`src/hw/rtl/arpc_pkg.sv`:
```
// Package with shared types and constants of the ARP resolution cache.
`timescale 1ns / 1ps
`default_nettype none
package arpc_pkg;

  localparam int unsigned Entries = 16;
  localparam int unsigned IdxW = (Entries > 1) ? $clog2(Entries) : 1;
  localparam int unsigned CntW = $clog2(Entries + 1);
  localparam int unsigned QDepth = 2;

  localparam logic [1:0] KindData = 2'd0;
  localparam logic [1:0] KindArp  = 2'd1;
  localparam logic [1:0] KindTick = 2'd2;

  localparam logic [2:0] ActSend  = 3'd0;
  localparam logic [2:0] ActReq   = 3'd1;
  localparam logic [2:0] ActReply = 3'd2;
  localparam logic [2:0] ActDropD = 3'd3;
  localparam logic [2:0] ActDropA = 3'd4;
  localparam logic [2:0] ActFull  = 3'd5;

  localparam logic [1:0] StDead  = 2'd0;
  localparam logic [1:0] StAlive = 2'd1;
  localparam logic [1:0] StWait  = 2'd2;

  localparam logic [2:0] CfgOwnIp  = 3'd0;
  localparam logic [2:0] CfgOwnMac = 3'd1;
  localparam logic [2:0] CfgAlive  = 3'd2;
  localparam logic [2:0] CfgDead   = 3'd3;
  localparam logic [2:0] CfgWait   = 3'd4;

  typedef struct packed {
    logic [1:0]  kind;
    logic [15:0] packet_handle;
    logic [31:0] dest_ipv4;
    logic        arp_is_reply;
    logic [31:0] arp_src_ipv4;
    logic [47:0] arp_src_mac;
    logic [31:0] arp_dst_ipv4;
    logic [47:0] arp_dst_mac;
  } in_item_t;

  typedef struct packed {
    logic [2:0]  action;
    logic [15:0] out_handle;
    logic [47:0] out_mac;
    logic [31:0] out_ipv4;
  } out_item_t;

  // Classified operation handed from the front part to the back part.
  typedef enum logic [1:0] {
    OpData = 2'd0,
    OpReply = 2'd1,
    OpAnswer = 2'd2,
    OpTick = 2'd3
  } op_e;

  typedef struct packed {
    op_e         op;
    logic [15:0] handle;
    logic [31:0] key;
    logic [47:0] mac;
  } cmd_t;

endpackage
`default_nettype wire

```
`src/hw/rtl/arp_resolution_cache_core.sv`:
```
// Top level of the ARP resolution cache.
// Items enter on in_valid_i / in_stall_o and each carries one event: a data
// send, a received ARP packet or a time tick. Results leave on out_valid_o /
// out_stall_i; an item gives zero or one result. Front end classifies an
// item in the cycle it is accepted and places a command in a two-entry
// queue. The back end handles each command in a lookup step that
// compares all keys and registers the matching entry, then an execute step
// that updates the entry and loads the result register. The back end
// finishes one command before it looks up the next.
// Ignored ARP packets give no result and are dropped in the front end.
// Configuration writes use cfg_valid_i / cfg_ready_o and are taken in any
// cycle; write only while idle. Reset empties the table, clears time and
// loads default timeouts. When the receiver stalls the result register
// holds, the back end waits in execute and the queue then fills, after
// which in_stall_o rises.
`timescale 1ns / 1ps
`default_nettype none
module arp_resolution_cache_core (
  input  wire logic               clk_i,
  input  wire logic               rst_ni,
  input  wire logic               in_valid_i,
  output logic                    in_stall_o,
  input  wire arpc_pkg::in_item_t in_item_i,
  output logic                    out_valid_o,
  input  wire logic               out_stall_i,
  output arpc_pkg::out_item_t     out_item_o,
  input  wire logic               cfg_valid_i,
  output logic                    cfg_ready_o,
  input  wire logic [2:0]         cfg_index_i,
  input  wire logic [47:0]        cfg_data_i
);
  import arpc_pkg::*;

  logic [31:0] own_ip_q, alive_q, dead_q, wait_q;
  logic [47:0] own_mac_q;
  logic        cmd_valid, cmd_pop;
  cmd_t        cmd;

  assign cfg_ready_o = 1'b1;

  always_ff @(posedge clk_i or negedge rst_ni) begin
    if (!rst_ni) begin
      own_ip_q <= '0;
      own_mac_q <= '0;
      alive_q <= 32'd1200000000;
      dead_q <= 32'd100000000;
      wait_q <= 32'd1000000;
    end else if (cfg_valid_i) begin
      case (cfg_index_i)
        CfgOwnIp:  own_ip_q <= cfg_data_i[31:0];
        CfgOwnMac: own_mac_q <= cfg_data_i;
        CfgAlive:  alive_q <= cfg_data_i[31:0];
        CfgDead:   dead_q <= cfg_data_i[31:0];
        CfgWait:   wait_q <= cfg_data_i[31:0];
        default:   ;
      endcase
    end
  end

  arpc_front u_front (
    .clk_i, .rst_ni, .in_valid_i, .in_stall_o, .in_item_i,
    .own_ipv4_i(own_ip_q), .own_mac_i(own_mac_q),
    .cmd_valid_o(cmd_valid), .cmd_o(cmd), .cmd_pop_i(cmd_pop)
  );

  arpc_back u_back (
    .clk_i, .rst_ni, .cmd_valid_i(cmd_valid), .cmd_i(cmd), .cmd_pop_o(cmd_pop),
    .alive_to_i(alive_q), .dead_to_i(dead_q), .wait_to_i(wait_q),
    .out_valid_o, .out_stall_i, .out_item_o
  );

`ifndef SYNTHESIS
  a_pop_needs_cmd: assert property (@(posedge clk_i) disable iff (!rst_ni)
    cmd_pop |-> cmd_valid) else $error("pop from empty queue");
  a_out_hold: assert property (@(posedge clk_i) disable iff (!rst_ni)
    out_valid_o && out_stall_i |=> out_valid_o && $stable(out_item_o))
    else $error("stalled result changed");
  a_action_range: assert property (@(posedge clk_i) disable iff (!rst_ni)
    out_valid_o |-> out_item_o.action <= ActFull) else $error("bad action");
`endif
endmodule
`default_nettype wire

```
`src/hw/rtl/arpc_front.sv`:
```
// Front part: accepts items, classifies them and queues commands.
`timescale 1ns / 1ps
`default_nettype none
module arpc_front (
  input  wire logic              clk_i,
  input  wire logic              rst_ni,
  input  wire logic              in_valid_i,
  output logic                   in_stall_o,
  input  wire arpc_pkg::in_item_t in_item_i,
  input  wire logic [31:0]       own_ipv4_i,
  input  wire logic [47:0]       own_mac_i,
  output logic                   cmd_valid_o,
  output arpc_pkg::cmd_t         cmd_o,
  input  wire logic              cmd_pop_i
);
  import arpc_pkg::*;

  localparam int unsigned QIdxW = $clog2(QDepth);

  cmd_t                 q_mem [QDepth];
  logic [QIdxW-1:0]     wr_q, wr_d, rd_q, rd_d;
  logic [QIdxW:0]       cnt_q, cnt_d;
  logic                 keep;
  cmd_t                 cmd;
  logic                 push;

  always_comb begin
    keep = 1'b0;
    cmd.op = OpTick;
    cmd.handle = in_item_i.packet_handle;
    cmd.key = in_item_i.dest_ipv4;
    cmd.mac = in_item_i.arp_src_mac;
    case (in_item_i.kind)
      KindData: begin
        keep = 1'b1;
        cmd.op = OpData;
      end
      KindArp: begin
        cmd.key = in_item_i.arp_src_ipv4;
        if (!in_item_i.arp_is_reply) begin
          keep = (in_item_i.arp_dst_ipv4 == own_ipv4_i);
          cmd.op = OpAnswer;
        end else begin
          keep = (in_item_i.arp_dst_ipv4 == own_ipv4_i) &&
                 (in_item_i.arp_dst_mac == own_mac_i);
          cmd.op = OpReply;
        end
      end
      KindTick: begin
        keep = 1'b1;
        cmd.op = OpTick;
      end
      default: keep = 1'b0;
    endcase
  end

  assign in_stall_o = (cnt_q == (QIdxW+1)'(QDepth));
  assign push = in_valid_i && !in_stall_o && keep;
  assign cmd_valid_o = (cnt_q != '0);
  assign cmd_o = q_mem[rd_q];

  always_comb begin
    wr_d = push ? wr_q + 1'b1 : wr_q;
    rd_d = cmd_pop_i ? rd_q + 1'b1 : rd_q;
    cnt_d = cnt_q + (QIdxW+1)'(push) - (QIdxW+1)'(cmd_pop_i);
  end

  always_ff @(posedge clk_i or negedge rst_ni) begin
    if (!rst_ni) begin
      wr_q <= '0;
      rd_q <= '0;
      cnt_q <= '0;
    end else begin
      wr_q <= wr_d;
      rd_q <= rd_d;
      cnt_q <= cnt_d;
    end
  end

  always_ff @(posedge clk_i) begin
    if (push) begin
      q_mem[wr_q] <= cmd;
    end
  end
endmodule
`default_nettype wire

```
`src/hw/rtl/arpc_back.sv`:
```
// Back part: table lookup, entry update and result register.
`timescale 1ns / 1ps
`default_nettype none
module arpc_back (
  input  wire logic              clk_i,
  input  wire logic              rst_ni,
  input  wire logic              cmd_valid_i,
  input  wire arpc_pkg::cmd_t    cmd_i,
  output logic                   cmd_pop_o,
  input  wire logic [31:0]       alive_to_i,
  input  wire logic [31:0]       dead_to_i,
  input  wire logic [31:0]       wait_to_i,
  output logic                   out_valid_o,
  input  wire logic              out_stall_i,
  output arpc_pkg::out_item_t    out_item_o
);
  import arpc_pkg::*;

  typedef enum logic {
    SLook,
    SExec
  } state_e;

  state_e               state_q;
  logic [Entries-1:0]   valid_q;
  logic [31:0]          key_q   [Entries];
  logic [1:0]           st_q    [Entries];
  logic [31:0]          stamp_q [Entries];
  logic [47:0]          mac_q   [Entries];
  logic [15:0]          held_q  [Entries];
  logic [31:0]          now_q;
  logic [CntW-1:0]      fill_q;

  logic                 hit_q;
  logic [IdxW-1:0]      idx_q;
  logic [1:0]           e_st_q;
  logic [31:0]          e_age_q;
  logic [47:0]          e_mac_q;
  logic [15:0]          e_held_q;

  logic                 out_valid_q;
  out_item_t            out_q;
  out_item_t            out_d;

  logic                 hit;
  logic [IdxW-1:0]      hidx;
  logic                 expired;
  logic [31:0]          limit;
  logic                 out_free;
  logic                 full;
  logic                 exec;

  always_comb begin
    hit = 1'b0;
    hidx = '0;
    for (int i = 0; i < Entries; i++) begin
      if (valid_q[i] && key_q[i] == cmd_i.key) begin
        hit = 1'b1;
        hidx = IdxW'(i);
      end
    end
  end

  always_comb begin
    case (e_st_q)
      StAlive: limit = alive_to_i;
      StWait:  limit = wait_to_i;
      default: limit = dead_to_i;
    endcase
    expired = e_age_q > limit;
  end

  assign full = (fill_q == CntW'(Entries));
  assign out_free = !out_valid_q || !out_stall_i;
  assign exec = (state_q == SExec) && out_free;
  assign cmd_pop_o = exec;
  assign out_valid_o = out_valid_q;
  assign out_item_o = out_q;

  // Result of the command in execute; a tick leaves it all zero.
  always_comb begin
    out_d = '0;
    case (cmd_i.op)
      OpTick: ;
      OpAnswer: begin
        out_d.action = ActReply;
        out_d.out_mac = cmd_i.mac;
        out_d.out_ipv4 = cmd_i.key;
      end
      OpReply: begin
        if (hit_q && e_st_q == StWait) begin
          out_d.action = ActSend;
          out_d.out_handle = e_held_q;
          out_d.out_mac = cmd_i.mac;
        end else begin
          out_d.action = ActDropA;
          out_d.out_handle = cmd_i.handle;
        end
      end
      default: begin
        if (!hit_q) begin
          if (full) begin
            out_d.action = ActFull;
            out_d.out_handle = cmd_i.handle;
          end else begin
            out_d.action = ActReq;
            out_d.out_mac = '1;
            out_d.out_ipv4 = cmd_i.key;
          end
        end else if (expired) begin
          if (e_st_q == StWait) begin
            out_d.action = ActDropD;
            out_d.out_handle = cmd_i.handle;
          end else begin
            out_d.action = ActReq;
            out_d.out_mac = '1;
            out_d.out_ipv4 = cmd_i.key;
          end
        end else if (e_st_q == StAlive) begin
          out_d.action = ActSend;
          out_d.out_handle = cmd_i.handle;
          out_d.out_mac = e_mac_q;
        end else if (e_st_q == StWait) begin
          out_d.action = ActDropD;
          out_d.out_handle = e_held_q;
        end else begin
          out_d.action = ActDropD;
          out_d.out_handle = cmd_i.handle;
        end
      end
    endcase
  end

  always_ff @(posedge clk_i or negedge rst_ni) begin
    if (!rst_ni) begin
      state_q <= SLook;
      valid_q <= '0;
      now_q <= '0;
      fill_q <= '0;
      out_valid_q <= 1'b0;
    end else begin
      if (exec) begin
        out_valid_q <= (cmd_i.op != OpTick);
      end else if (!out_stall_i) begin
        out_valid_q <= 1'b0;
      end
      case (state_q)
        SLook: begin
          if (cmd_valid_i) begin
            state_q <= SExec;
          end
        end
        SExec: begin
          if (out_free) begin
            state_q <= SLook;
            out_q <= out_d;
            case (cmd_i.op)
              OpTick: begin
                now_q <= now_q + 32'd1;
              end
              OpAnswer: ;
              OpReply: begin
                if (hit_q && e_st_q == StWait) begin
                  st_q[idx_q] <= StAlive;
                  stamp_q[idx_q] <= now_q;
                  mac_q[idx_q] <= cmd_i.mac;
                end
              end
              default: begin
                if (!hit_q) begin
                  if (!full) begin
                    valid_q[fill_q[IdxW-1:0]] <= 1'b1;
                    key_q[fill_q[IdxW-1:0]] <= cmd_i.key;
                    st_q[fill_q[IdxW-1:0]] <= StWait;
                    stamp_q[fill_q[IdxW-1:0]] <= now_q;
                    held_q[fill_q[IdxW-1:0]] <= cmd_i.handle;
                    fill_q <= fill_q + 1'b1;
                  end
                end else if (expired) begin
                  if (e_st_q == StWait) begin
                    st_q[idx_q] <= StDead;
                    stamp_q[idx_q] <= now_q;
                  end else begin
                    st_q[idx_q] <= StWait;
                    stamp_q[idx_q] <= now_q;
                    held_q[idx_q] <= cmd_i.handle;
                  end
                end else if (e_st_q == StWait) begin
                  held_q[idx_q] <= cmd_i.handle;
                end
              end
            endcase
          end
        end
        default: state_q <= SLook;
      endcase
    end
  end

  // Lookup results registered for the execute step.
  always_ff @(posedge clk_i) begin
    hit_q <= hit;
    idx_q <= hidx;
    e_st_q <= st_q[hidx];
    e_age_q <= now_q - stamp_q[hidx];
    e_mac_q <= mac_q[hidx];
    e_held_q <= held_q[hidx];
  end
endmodule
`default_nettype wire

```
`config.mk`:
```
export PLATFORM = sky130hd
export DESIGN_NAME = arp_resolution_cache_core
export DESIGN_NICKNAME = d
export VERILOG_FILES = /design/src/hw/rtl/arpc_pkg.sv /design/src/hw/rtl/arp_resolution_cache_core.sv /design/src/hw/rtl/arpc_front.sv /design/src/hw/rtl/arpc_back.sv
export SDC_FILE = /design/constraint.sdc
export NUM_CORES = 2
export LEC_CHECK = 0
export BUFFER_PORTS_ARGS = -buffer_cell sky130_fd_sc_hd__buf_2
export CORE_MARGIN = 3
export CORE_UTILIZATION = 38
export CTS_CLUSTER_DIAMETER = 200
export CTS_CLUSTER_SIZE = 40
export DETAILED_ROUTE_END_ITERATION = 10
export PLACE_DENSITY_LB_ADDON = 0.25
export SETUP_SLACK_MARGIN = 0.5
export SLEW_MARGIN = 20
export SYNTH_ARGS = -nofsm -noshare
export SYNTH_HDL_FRONTEND = slang
export SYNTH_SLANG_ARGS = --single-unit
```
`constraint.sdc`:
```
create_clock -name clk_i -period 7 [get_ports clk_i]
set_input_delay 0.35 -clock clk_i [delete_from_list [all_inputs] [get_ports clk_i]]
set_output_delay 0.35 -clock clk_i [all_outputs]
set_load 0.02 [all_outputs]
```
==> flow_summary.ini <==
[worst_setup_path]
r2r_end = u_back.e_age_q[31]
r2r-start = u_front.rd_q
max_stage_delay_ns = 0.53
arrival_ns = 7.94
worstSetupPathType = register to register
critical_path_buf_inv_count = 28
cp.depth = 41
rrSetupSlack_ns = -0.27
worst_setup_path_end_kind = register
crit_end = u_back.e_age_q[31]
cp-startpoint = u_front.rd_q
rr_worst_depth = 41
start_kind = register
critical_path.top_delay_family = buffers and inverters
required_ns = 7.68
path_common_cell = buf_4
cp_max_fo = 7
cp_slowest_cell = dfrtp_4

[route]
dr.pass1.iters = 6
via_per_inst = 5.46
drt-initial-drc-count = 6502
drc = 0
ant_nets = 0
wl_mm = 329
wl_per_cell_um = 27.8
num_vias = 64500

[pwr]
powerDensity_nw_per_um2 = 280
p_sw_frac = 0.305
leakagePower_nw = 46.3
p_sw_mw = 11.1
cell_internal_pwr_mw = 25.2
p_clk_frac = 0.192
power_frac_comb = 0.260
ir_worst_vdd_v = 0.000246
seqPwrFrac = 0.548

[cells_and_area]
final_area_sq_um = 129000
drive_gt1_frac = 0.258
syn2layout_area_growth_pct = 16.3
layout_common_cells = edfxtp_1, buf_4, mux2i_1, xnor2_1, mux2_2
final_common_cell = edfxtp_1
nNetsFinal = 8211
nFillCells = 25300

[global_route]
grt_use_total = 0.212
grt_pass1_wl_mm = 467
antenna_found_initial = 16
grt_max_degree = 158
grt_pass1_vias = 64300
overflow = 0

[sta]
period_minus_slack_ns = 7.27
final.period_utilization = 1.04
drv_slew = 0
rsz0062_at_grt = true
clock_skew_ns = 0.0398
worst_pin_slew_ns = 1.33
relSlewSlack = 0.103
setup_slack_ns = -0.266
setup_violations = 5
fmax_ghz = 0.138
final-hold-violation-count = 0

[die]
die_h_um = 547
core.rowCount = 197
die_w_um = 547
core_sq_um = 290000
start_util = 0.384
pin_count = 369
dieArea_sq_um = 299000

[cts]
cts_root_buf = clkbuf_16
numCtsBuffers = 78
cts_max_level = 3
path_clk_slew_ns = 0.14
cts.path.max_buffers = 3
cts_tree = done
clock_latency_ns = 0.81
cts_sinks = 2713

[synth]
synth_cell_types = 83
synth_ff_type = edfxtp_1
synth-edff-count = 2375
yosysWarnings = 0
postSynthCellCount = 6821
synth_top_cell_area_share = 0.641
yosys.area.top_type = edfxtp_1
syn_avg_cell_area_sq_um = 16.3
synth_area_leaders = edfxtp_1, mux2i_1, mux2_2
yosys_register_bits = 2713
synthesis.area_sq_um = 111000
seq_area_frac_synth = 0.713
async_reset_ff_frac = 0.0866
synthesis.nets = 7161

[run]
maxCapViolCount = 0

[run_status]
run_status = finished, violations left
violations = negative setup slack

[hold_path]
hp-class = primary input to asynchronous set/reset pin

[placed_design]
place_ws_ns = -0.983
dp.final_hpwl_mm = 201
portBuffers = 367
gp_congestion = 0.934
dpl_cell_area_sq_um = 122000
[worst register-to-register path: cells and delay by family (launching register included)]
kind,cells,cell delay [ns]
flops,1,0.53
buf+inv,28,3.67
simple gates,6,1.10
xor+xnor,2,0.52
compound gates,4,1.13
mux,1,0.19
[power groups by stage]
stage	Clock, mW	Combinational, mW	Sequential, mW
4_1_cts	7.16	9.21	19.9
6_report	6.95	9.43	19.9
3_3_place_gp	0	8.61	20.2
3_5_place_dp	0	8.69	20.2
5_1_grt	7.65	9.86	19.9
2_1_floorplan	0	4.05	20.2
[layout make-up]
type / instances / area [sq um] / share of cell area
tap: 3880 / 4850 / 0.0375
clock buffer: 137 / 2220 / 0.0171
timing repair buffer: 1296 / 10800 / 0.0833
inverter: 77 / 302 / 0.00233
multi-input combinational: 3705 / 31800 / 0.246
antenna: 3 / 7.51 / 0.0000580
sequential: 2713 / 79300 / 0.613
clock inverter: 5 / 109 / 0.000842
[metal layers]
metal / global-route usage / vias up / wire length (um)
met2: 0.353 / 2208 / 159000
met3: 0.0248 / 407 / 18200
met1: 0.295 / 33600 / 142000
li1: - / 28200 / -
met4: 0.0553 / 6 / 9490
met5: 0 / - / 42
[per-stage QoR]
step | power [mW] | hold slack [ns] | instances | setup TNS (ns) | utilization
after CTS | 36.2 | 0.00238 | 11800 | -0.229 | 0.443
final | 36.3 | 0.0574 | 11800 | -0.550 | 0.447
after global placement | 28.8 | 0.313 | 11400 | -9.89 | 0.423
after floorplan | 24.3 | 0.0544 | 6821 | 0 | -
after detailed placement | 28.9 | 0.314 | 11400 | -6.39 | 0.423
after global routing | 37.5 | 0.00280 | 11800 | -2.47 | 0.447
[cells by family (layout without fill, tap and decap cells)]
family,after synthesis,in the layout,share of synthesized area
xor+xnor,660,660,0.0521
simple gates,1027,1028,0.0465
flops,2713,2713,0.713
buf+inv,404,1515,0.0194
compound gates,778,778,0.0492
mux,1165,1165,0.111
other cells,1,4,0.0000337
fa+ha+maj,73,73,0.00828
[sequential cells by signal, indices dropped and copies added, names as in the netlist, 5 cells and up]
signal and count:
u_back.e_age_q 32, u_front.q_mem 196, dead_q 32, u_back.valid_q 16
u_back.fill_q 5, u_back.e_mac_q 48, own_mac_q 48, u_back.st_q 32
u_back.mac_q 768, u_back.out_item_o 99, u_back.key_q 512, wait_q 32
u_back.stamp_q 512, own_ip_q 32, u_back.held_q 256, u_back.now_q 32
u_back.e_held_q 16, alive_q 32
[repair_timing]
item / CTS / global route
resized for setup: 186 / 129
pin swaps: 69 / 62
setup endpoints to repair: 81 / 79
hold endpoints to repair: 392 / 5
cloned: 6 / 1
hold buffers: 164 / 5
setup buffers: 82 / 30
[how the worst min path moves through the flow]
| stage | from | end | depth (start not counted) |
|---|---|---|---|
| finish | rst_ni | u_back.now_q[16] | 2 |
| global route | in_item_i[180] | u_front.q_mem[1][67] | 2 |
| CTS | in_item_i[129] | u_front.q_mem[1][49] | 2 |
| detailed placement | rst_ni | u_back.now_q[16] | 1 |
| global placement | rst_ni | u_back.now_q[16] | 1 |
| floorplan | rst_ni | alive_q[0] | 0 |
[Yosys cell counts (all sizes together) (29+ instances only)]
cell type	n
inv	76
a22oi	48
nand3	61
ha	72
buf	200
edfxtp	2375
xor2	92
a221o	51
o21ai	213
dfstp	29
a21oi	121
mux2	521
mux2i	644
nand4	64
xnor2	567
nor2	217
nand2	256
clkbuf	127
dfxtp	103
nor3	85
dfrtp	206
nor4	218
a221oi	171
Power figures use the tool's default switching activity.
